==> src/rtl/crbm_pkg.sv <==
package crbm_pkg;

  localparam int unsigned ROM_BYTES_W = 23;
  localparam int unsigned ROM_ADDR_W  = 22;
  localparam int unsigned OFFSET_W    = 14;
  localparam int unsigned PAGE_W      = 8;
  localparam int unsigned PAGES_W     = 10;
  localparam int unsigned RAM_AW      = 13;
  localparam int unsigned DATA_W      = 8;
  localparam int unsigned ADDR_W      = 16;
  localparam int unsigned REM_W       = ROM_BYTES_W;

  localparam int unsigned PAGE_BYTES     = 16384;
  localparam int unsigned CART_RAM_BYTES = 8192;

  // Cart RAM window 0xA000-0xBFFF: top three address bits
  localparam logic [2:0] RAM_WINDOW = 3'b101;

  localparam logic [DATA_W-1:0] NO_ROM_BYTE = 8'hFF;

  localparam logic OP_READ  = 1'b0;
  localparam logic OP_WRITE = 1'b1;

  typedef enum logic [1:0] {
    SRC_WRITE = 2'd0,
    SRC_ROM   = 2'd1,
    SRC_RAM   = 2'd2,
    SRC_NOROM = 2'd3
  } src_e;

endpackage

==> src/rtl/crbm_rem_step.sv <==
// One restoring remainder step: shift in a bit, subtract the divisor if it fits.
module crbm_rem_step import crbm_pkg::*; (
  input  logic [REM_W-1:0] rem_i,
  input  logic             bit_i,
  input  logic [REM_W-1:0] divisor_i,
  output logic [REM_W-1:0] rem_o
);

  logic [REM_W:0] cand;
  logic [REM_W:0] diff;

  assign cand  = {rem_i, bit_i};
  assign diff  = cand - {1'b0, divisor_i};
  assign rem_o = (cand >= {1'b0, divisor_i}) ? diff[REM_W-1:0] : cand[REM_W-1:0];

endmodule

==> config.mk <==
export PLATFORM = sky130hd
export DESIGN_NAME = crbm_rem_step
export DESIGN_NICKNAME = d
export VERILOG_FILES = /design/src/rtl/crbm_pkg.sv /design/src/rtl/crbm_rem_step.sv
export SDC_FILE = /design/constraint.sdc
export NUM_CORES = 1
export LEC_CHECK = 0
export ABC_AREA = 1
export BUFFER_PORTS_ARGS = -buffer_cell sky130_fd_sc_hd__buf_2
export CAP_MARGIN = 10
export CORE_MARGIN = 2
export CORE_UTILIZATION = 40
export DETAILED_ROUTE_END_ITERATION = 6
export PLACE_DENSITY_LB_ADDON = 0.1
export SETUP_SLACK_MARGIN = 0.05
export SYNTH_ARGS = -nofsm -noshare
export SYNTH_HDL_FRONTEND = slang
export SYNTH_SLANG_ARGS = --single-unit
==> constraint.sdc <==
create_clock -name vclk -period 4.22
set_input_delay 1.055 -clock vclk [all_inputs]
set_output_delay 1.055 -clock vclk [all_outputs]
set_load 0.01 [all_outputs]
==> impl_metrics.env, run 1 <==
export IMPL_outcome="complete, no violations"
export IMPL_detail_route_wirelength_microns=5950
export IMPL_design_seq_count=0
export IMPL_rsz0062_at_grt="false"
export IMPL_whs_path_depth=4
export IMPL_hold_path_class="input port to output pin"
export IMPL_p_int_mw=0.156
export IMPL_core_area_sq_um=5140
export IMPL_cp_arrival_ps=2900
export IMPL_required_ps=3160
export IMPL_layout_setup_ws_ps=268
export IMPL_syn_area_sq_um=2140
export IMPL_synth_top_area_frac=0.305
export IMPL_power_leakage_nw=1.77
export IMPL_tightest_slew_ps=344
export IMPL_layout_min_cycle_time_ps=3950
export IMPL_slew_violations=0
export IMPL_syn_avg_cell_area_sq_um=4.83
export IMPL_vias=2709
export IMPL_end_kind="output pin"
export IMPL_drtAntennaViolNets=0
export IMPL_synth_area_leaders="nand2_1 30%, inv_1 20%, ha_1 13%"
export IMPL_p_seq_frac=0
export IMPL_n_antenna_cell=0
export IMPL_post_cts_buffers=0
export IMPL_nets=589
export IMPL_multiInputGateArea_sq_um=1670
export IMPL_initial_utilization=0.417
export IMPL_antenna_found_initial=0
export IMPL_register_area_sq_um=0
export IMPL_groute_usage_overall=0.199
export IMPL_grtUsageMet2=0.345
export IMPL_hold_buffers=0
export IMPL_start_kind="input port"
export IMPL_clockBufferCount=0
export IMPL_min_to="rem_o[5]"
export IMPL_die_y_microns=77.2
export IMPL_crit_fanout=13
export IMPL_die_w_microns=77.2
export IMPL_nFillCells=607
export IMPL_portBuffers=70
export IMPL_grt_busiest_layer="met2"
export IMPL_gp_congestion=0.890
export IMPL_slew_headroom=0.770
export IMPL_max_cap_violations=0
export IMPL_wire_per_inst_microns=10.2
export IMPL_drive_above_1_share=0.169
export IMPL_critPathBufInv=5
export IMPL_pwr_density_cell_nw_per_um2=147
export IMPL_syn_inst=444
export IMPL_ys_seq_area_frac=0
export IMPL_yosysWarnings=0
export IMPL_p_sw_frac=0.593
export IMPL_syn_nets=515
export IMPL_drt_iter0_markers=108
export IMPL_dp_hpwl_microns=5280
export IMPL_cp_top_family="simple AND/OR/NAND/NOR gates"
export IMPL_setup_viol_count_final=0
export IMPL_clock_fmax_ghz=0.253
export IMPL_via_per_inst=4.62
export IMPL_slowest_stage="fa_1"
export IMPL_firstDrtPassIters=4
export IMPL_pwr_share_comb=1.000
export IMPL_path_cells="buf_2 > inv_1 > ha_1 > fa_1 > inv_1 > nand2_1 > nand2_1 > nand3_1 > nand2_1 > nand2_2 > nand4_4 > buf_4 > nand3_1 > nand2_1 > buf_2"
export IMPL_crit_top_cell="nand2_1"
export IMPL_grt_use_met1=0.289
export IMPL_tns_ps=0
export IMPL_grt_max_degree=22
export IMPL_max_vdd_ir_drop_mv=0.0631
export IMPL_num_io_pins=70
export IMPL_use_met3=0.00235
export IMPL_clkPwrFrac=0
export IMPL_max_stage_delay_ps=410
export IMPL_holdWs_ps=2440
export IMPL_final_core_utilization=0.507
export IMPL_yosysUniqueCellTypes=25
export IMPL_syn2layout_area_growth_pct=21.5
export IMPL_period_share=0.936
export IMPL_grt_first_pass_wirelength_microns=10200
export IMPL_crit_cells=15
export IMPL_min_from="rem_i[4]"
export IMPL_pre_cts_slack_ps=249
export IMPL_crit_type="input port to output pin"
export IMPL_power_switching_mw=0.227
export IMPL_synth_area_leader_cell="nand2_1"
export IMPL_route_detailed_drc=0
export IMPL_die_area_sq_um=5960
export IMPL_post_cts_resized=0
export IMPL_grt_overflow_total=0
export IMPL_grt_pass1_vias=2377
export IMPL_hold_violations=0
export IMPL_fp_row_count=26
## synthesized netlist by cell type, drive strengths merged
cell,n
ha,23
clkbuf,1
or2,2
xnor2,1
nand3b,4
fa,1
o21ai,11
inv,113
a21oi,11
nand3,32
nor3,2
nand4,18
buf,5
nor2,32
xor2,9
nand2,177
and2,2
## logic make-up (layout without fill, tap and decap cells)
kind of cell,Yosys count,count (layout),synth area share
compound gates,22,22,0.0514
xor+xnor,10,10,0.0409
fa+ha+maj,24,24,0.144
buf+inv,119,191,0.221
simple gates,269,269,0.543
## power groups by stage
stage / Clock [mW] / Sequential [mW] / Combinational, mW
2_1_floorplan: 0 / 0 / 0.264
3_3_place_gp: 0 / 0 / 0.380
3_5_place_dp: 0 / 0 / 0.382
4_1_cts: 0 / 0 / 0.384
5_1_grt: 0 / 0 / 0.437
6_report: 0 / 0 / 0.382
## placed cells by master, fill, tap and decap left out, drive strengths merged, types with 4 or more instances in the layout
cell	Yosys	layout
nand3	32	32
nand2	177	177
inv	113	113
xor2	9	9
ha	23	23
buf	5	78
nor2	32	32
a21oi	11	11
o21ai	11	11
nand3b	4	4
nand4	18	18
## worst max path at each step
stage	slack [ps]	endpoint	startpoint
6_report	270	rem_o[14]	bit_i
5_1_grt	70	rem_o[0]	bit_i
4_1_cts	250	rem_o[1]	bit_i
3_5_place_dp	250	rem_o[1]	bit_i
3_3_place_gp	320	rem_o[13]	bit_i
2_1_floorplan	550	rem_o[2]	bit_i
## worst min-delay path: stages
cell,delay [ps]
buf_2,100
inv_1,40
o21ai_1,50
buf_2,130
## cell type report
| class | instances | area share |
|---|---|---|
| inverter | 113 | 0.163 |
| multi-input combinational | 325 | 0.641 |
| tap | 70 | 0.0336 |
| timing repair buffer | 78 | 0.162 |
## metrics by stage
stage	cell area, sq um	total power, mW	instances
global route	2610	0.437	586
floorplan	2140	0.264	444
global placement	2610	0.380	586
detailed placement	2610	0.382	586
CTS	2610	0.384	586
finish	2610	0.382	586
## routing by layer
| layer | routed length [microns] | part of all wire | up-vias |
|---|---|---|---|
| met4 | 0 | 0 | 0 |
| met2 | 2710 | 0.46 | 53 |
| li1 | - | - | 1492 |
| met3 | 207 | 0.035 | 0 |
| met5 | 0 | 0 | - |
| met1 | 3030 | 0.51 | 1164 |
No activity file was read; power rests on OpenSTA's default activity.
==> run 2: changes to the inputs <==
GPL_TIMING_DRIVEN = 0   (was default)
REMOVE_ABC_BUFFERS = 1   (was default)
==> impl_metrics.env, run 2 (synthesis results as in run 1) <==
export IMPL_outcome="complete, no violations"
export IMPL_register_area_sq_um=0
export IMPL_crit_fanout=4
export IMPL_setup_viol_count_final=0
export IMPL_hold_path_class="input port to output pin"
export IMPL_layout_setup_ws_ps=207
export IMPL_path_cells="buf_2 > inv_1 > ha_1 > fa_1 > inv_1 > nand2_1 > nand2_1 > nand3_1 > nand2_4 > buf_4 > nand2_1 > nand2_1 > or2_2 > nand3_2 > nand2_1 > buf_2"
export IMPL_final_area_sq_um=2690
export IMPL_groute_usage_overall=0.214
export IMPL_cp_top_family="simple AND/OR/NAND/NOR gates"
export IMPL_drive_above_1_share=0.181
export IMPL_drt_iter0_markers=182
export IMPL_crit_type="input port to output pin"
export IMPL_dp_cells=578
export IMPL_firstDrtPassIters=5
export IMPL_rsz0062_at_grt="true"
export IMPL_place_area_sq_um=2530
export IMPL_crit_start="bit_i"
export IMPL_die_area_sq_um=5960
export IMPL_die_w_microns=77.2
export IMPL_nets=588
export IMPL_layout_min_cycle_time_ps=4010
export IMPL_hold_violations=0
export IMPL_crit_end="rem_o[12]"
export IMPL_vias=2819
export IMPL_grt_overflow_total=0
export IMPL_die_y_microns=77.2
export IMPL_initial_utilization=0.417
export IMPL_slew_headroom=0.710
export IMPL_max_stage_delay_ps=410
export IMPL_num_io_pins=70
export IMPL_dp_hpwl_microns=5040
export IMPL_final_cell_mix="171 x nand2_1, 113 x inv_1, 70 x buf_2, 30 x nand3_1, 28 x nor2_1"
export IMPL_n_antenna_cell=0
export IMPL_syn2layout_area_growth_pct=25.3
export IMPL_max_cap_violations=0
export IMPL_crit_top_cell="nand2_1"
export IMPL_design_seq_count=0
export IMPL_finalNonFillerCells=585
export IMPL_end_kind="output pin"
export IMPL_nFillCells=605
export IMPL_tns_ps=0
export IMPL_final_common_cell="nand2_1"
export IMPL_antenna_found_initial=0
export IMPL_drtAntennaViolNets=0
export IMPL_max_vdd_ir_drop_mv=0.0626
export IMPL_critPathBufInv=5
export IMPL_required_ps=3160
export IMPL_holdWs_ps=2440
export IMPL_gp_congestion=0.892
export IMPL_crit_cells=16
export IMPL_pre_cts_slack_ps=-257
export IMPL_start_kind="input port"
export IMPL_tightest_slew_ps=435
export IMPL_detail_route_wirelength_microns=6680
export IMPL_wire_per_inst_microns=11.4
export IMPL_fp_row_count=26
export IMPL_grt_first_pass_wirelength_microns=10700
export IMPL_grt_max_degree=17
export IMPL_core_area_sq_um=5140
export IMPL_grt_pass1_vias=2418
export IMPL_power_leakage_nw=1.78
export IMPL_route_detailed_drc=0
export IMPL_via_per_inst=4.82
export IMPL_clock_fmax_ghz=0.249
export IMPL_slowest_stage="fa_1"
export IMPL_clockBufferCount=0
export IMPL_slew_violations=0
export IMPL_portBuffers=70
export IMPL_period_share=0.951
export IMPL_pwr_density_cell_nw_per_um2=148
export IMPL_cp_arrival_ps=2960
## run 2: tightest hold or removal path, stage by stage
cell and delay, ps:
buf_2 100, inv_1 40, o21ai_1 50, buf_2 130
## run 2: how the worst min path moves through the flow
stage | startpoint | end | depth (start not counted)
after global routing | rem_i[6] | rem_o[7] | 4
after detailed placement | rem_i[8] | rem_o[9] | 4
after floorplan | rem_i[9] | rem_o[10] | 2
after CTS | rem_i[8] | rem_o[9] | 4
final | rem_i[7] | rem_o[8] | 4
after global placement | rem_i[6] | rem_o[7] | 4
## run 2: layer usage
layer / global-route usage / up-vias / wire [microns]
met2: 0.366 / 109 / 3040
met3: 0.00235 / 6 / 504
met1: 0.311 / 1200 / 3090
li1: - / 1504 / -
met5: 0 / - / 0
met4: 0.0161 / 0 / 52
## run 2: repair_timing
item	4_1_cts	5_1_grt
setup buffers	0	2
gates resized for setup	7	9
pin swaps	3	3
hold buffers	0	0
gates cloned	3	2
setup endpoints to repair	23	23
## run 2: power by group
group          internal [mW]  leakage (nW)  total (mW)  switching (mW)
combinational          0.156          1.78       0.398           0.241
sequential                 0             0           0               0
clock                      0             0           0               0
total                  0.156          1.78       0.398           0.241
## run 2: stage by stage
| step | power [mW] | util |
|---|---|---|
| 3_3_place_gp | 0.367 | 0.493 |
| 6_report | 0.398 | 0.523 |
| 2_1_floorplan | 0.256 | - |
| 4_1_cts | 0.383 | 0.506 |
| 3_5_place_dp | 0.371 | 0.493 |
| 5_1_grt | 0.451 | 0.523 |
## run 2: final cells by class
type,instances,area (sq um),area share
multi-input cells,330,1810,0.673
inverters,113,424,0.158
well taps,70,87.6,0.0326
repair buffers,72,365,0.136
==> run 3: changes to the inputs <==
CELL_PAD_IN_SITES_DETAIL_PLACEMENT = 1   (was default)
CELL_PAD_IN_SITES_GLOBAL_PLACEMENT = 1   (was default)
CORE_UTILIZATION = 34   (was 40)
REMOVE_ABC_BUFFERS = default   (was 1)
==> impl_metrics.env, run 3 (synthesis results as in run 1) <==
export IMPL_hold_violations=0
export IMPL_syn2layout_area_growth_pct=21.8
export IMPL_cp_arrival_ps=2930
export IMPL_layout_min_cycle_time_ps=3980
export IMPL_pwr_density_cell_nw_per_um2=153
export IMPL_rsz0062_at_grt="false"
export IMPL_slew_headroom=0.794
export IMPL_fp_row_count=28
export IMPL_die_w_microns=83.4
export IMPL_finalNonFillerCells=591
export IMPL_core_area_sq_um=5990
export IMPL_outcome="complete, no violations"
export IMPL_nFillCells=946
export IMPL_end_kind="output pin"
export IMPL_die_y_microns=83.4
export IMPL_max_cap_violations=0
export IMPL_gp_congestion=0.839
export IMPL_grt_max_degree=11
export IMPL_clock_fmax_ghz=0.251
export IMPL_clockBufferCount=0
export IMPL_firstDrtPassIters=4
export IMPL_period_share=0.943
export IMPL_dp_hpwl_microns=6600
export IMPL_hold_buffers=0
export IMPL_design_seq_count=0
export IMPL_via_per_inst=4.76
export IMPL_tns_ps=0
export IMPL_setup_viol_count_final=0
export IMPL_drive_above_1_share=0.172
export IMPL_route_detailed_drc=0
export IMPL_grt_overflow_total=0
export IMPL_crit_top_cell="nand2_1"
export IMPL_drtAntennaViolNets=0
export IMPL_initial_utilization=0.358
export IMPL_power_leakage_nw=1.77
export IMPL_portBuffers=70
export IMPL_start_kind="input port"
export IMPL_final_cell_mix="173 x nand2_1, 112 x inv_1, 70 x buf_2, 30 x nor2_1, 30 x nand3_1"
export IMPL_slowest_stage="fa_1"
export IMPL_antenna_found_initial=0
export IMPL_multiInputGateArea_sq_um=1670
export IMPL_grt_first_pass_wirelength_microns=12600
export IMPL_crit_fanout=10
export IMPL_required_ps=3160
export IMPL_nets=589
export IMPL_final_common_cell="nand2_1"
export IMPL_grt_pass1_vias=2836
export IMPL_max_vdd_ir_drop_mv=0.0717
export IMPL_hold_path_class="input port to output pin"
export IMPL_register_area_sq_um=0
export IMPL_drt_iter0_markers=84
export IMPL_crit_type="input port to output pin"
export IMPL_groute_usage_overall=0.211
export IMPL_path_cells="buf_2 > inv_1 > ha_1 > fa_1 > inv_2 > nand2_1 > nand2_1 > nand3_1 > nand2_2 > nand2_2 > nand4_4 > buf_6 > nand3_1 > nand2_1 > buf_2"
export IMPL_wire_per_inst_microns=12.6
export IMPL_dp_cells=589
export IMPL_num_io_pins=70
export IMPL_vias=2816
export IMPL_detail_route_wirelength_microns=7430
export IMPL_die_area_sq_um=6950
export IMPL_slew_violations=0
export IMPL_max_stage_delay_ps=420
export IMPL_tightest_slew_ps=308
export IMPL_n_antenna_cell=0
[run 3: changes by cell type in the layout (fill, tap and decap cells not counted), sizes merged]
cell    before  now
buf         72   76
clkbuf       0    2
nand4       23   18
[run 3: final timing paths]
| path | start | to | slack [ps] | cells after the start |
|---|---|---|---|---|
| worst max-delay path | bit_i | rem_o[13] | 240 | 15 |
| worst min-delay path | rem_i[3] | rem_o[4] | 2440 | 4 |
[run 3: stage by stage]
stage	setup slack, ps	cell area [sq um]	util	power, mW	hold slack [ps]
after floorplan	552	2140	-	0.264	2240
after global placement	10.3	2590	0.432	0.384	2440
after detailed placement	10.8	2590	0.432	0.396	2450
after CTS	84.9	2590	0.432	0.399	2450
after global routing	62.2	2610	0.436	0.456	2470
final	239	2610	0.436	0.400	2440
[run 3: cell type report]
| cell class | instances | area share |
|---|---|---|
| well taps | 75 | 0.0359 |
| repair buffers | 72 | 0.140 |
| multi-input cells | 325 | 0.641 |
| inverters | 113 | 0.162 |
| plain buffers | 6 | 0.0211 |
[run 3: what timing repair did]
action | 4_1_cts | 5_1_grt
pin swaps | 0 | 2
gates resized for setup | 1 | 5
hold endpoints to repair | 0 | 0
setup endpoints to repair | 15 | 21
setup buffers | 0 | 2
[run 3: where the power goes]
part           switching (mW)  internal [mW]  leakage [nW]  total, mW
clock                       0              0             0          0
sequential                  0              0             0          0
combinational           0.243          0.157          1.77      0.400
total                   0.243          0.157          1.77      0.400
[run 3: layer usage]
metal | vias to the layer above | wire length (microns) | GRT usage
met5 | - | 0 | 0
met4 | 0 | 23 | 0.0119
met3 | 2 | 169 | 0.00298
met2 | 40 | 3590 | 0.387
met1 | 1282 | 3640 | 0.289
li1 | 1492 | - | -
[run 3: critical path: cells and delay by family]
| kind | cells | cell delay [ps] |
|---|---|---|
| buffers and inverters | 5 | 500 |
| and+or+nand+nor | 8 | 710 |
| adders and majority gates | 2 | 640 |
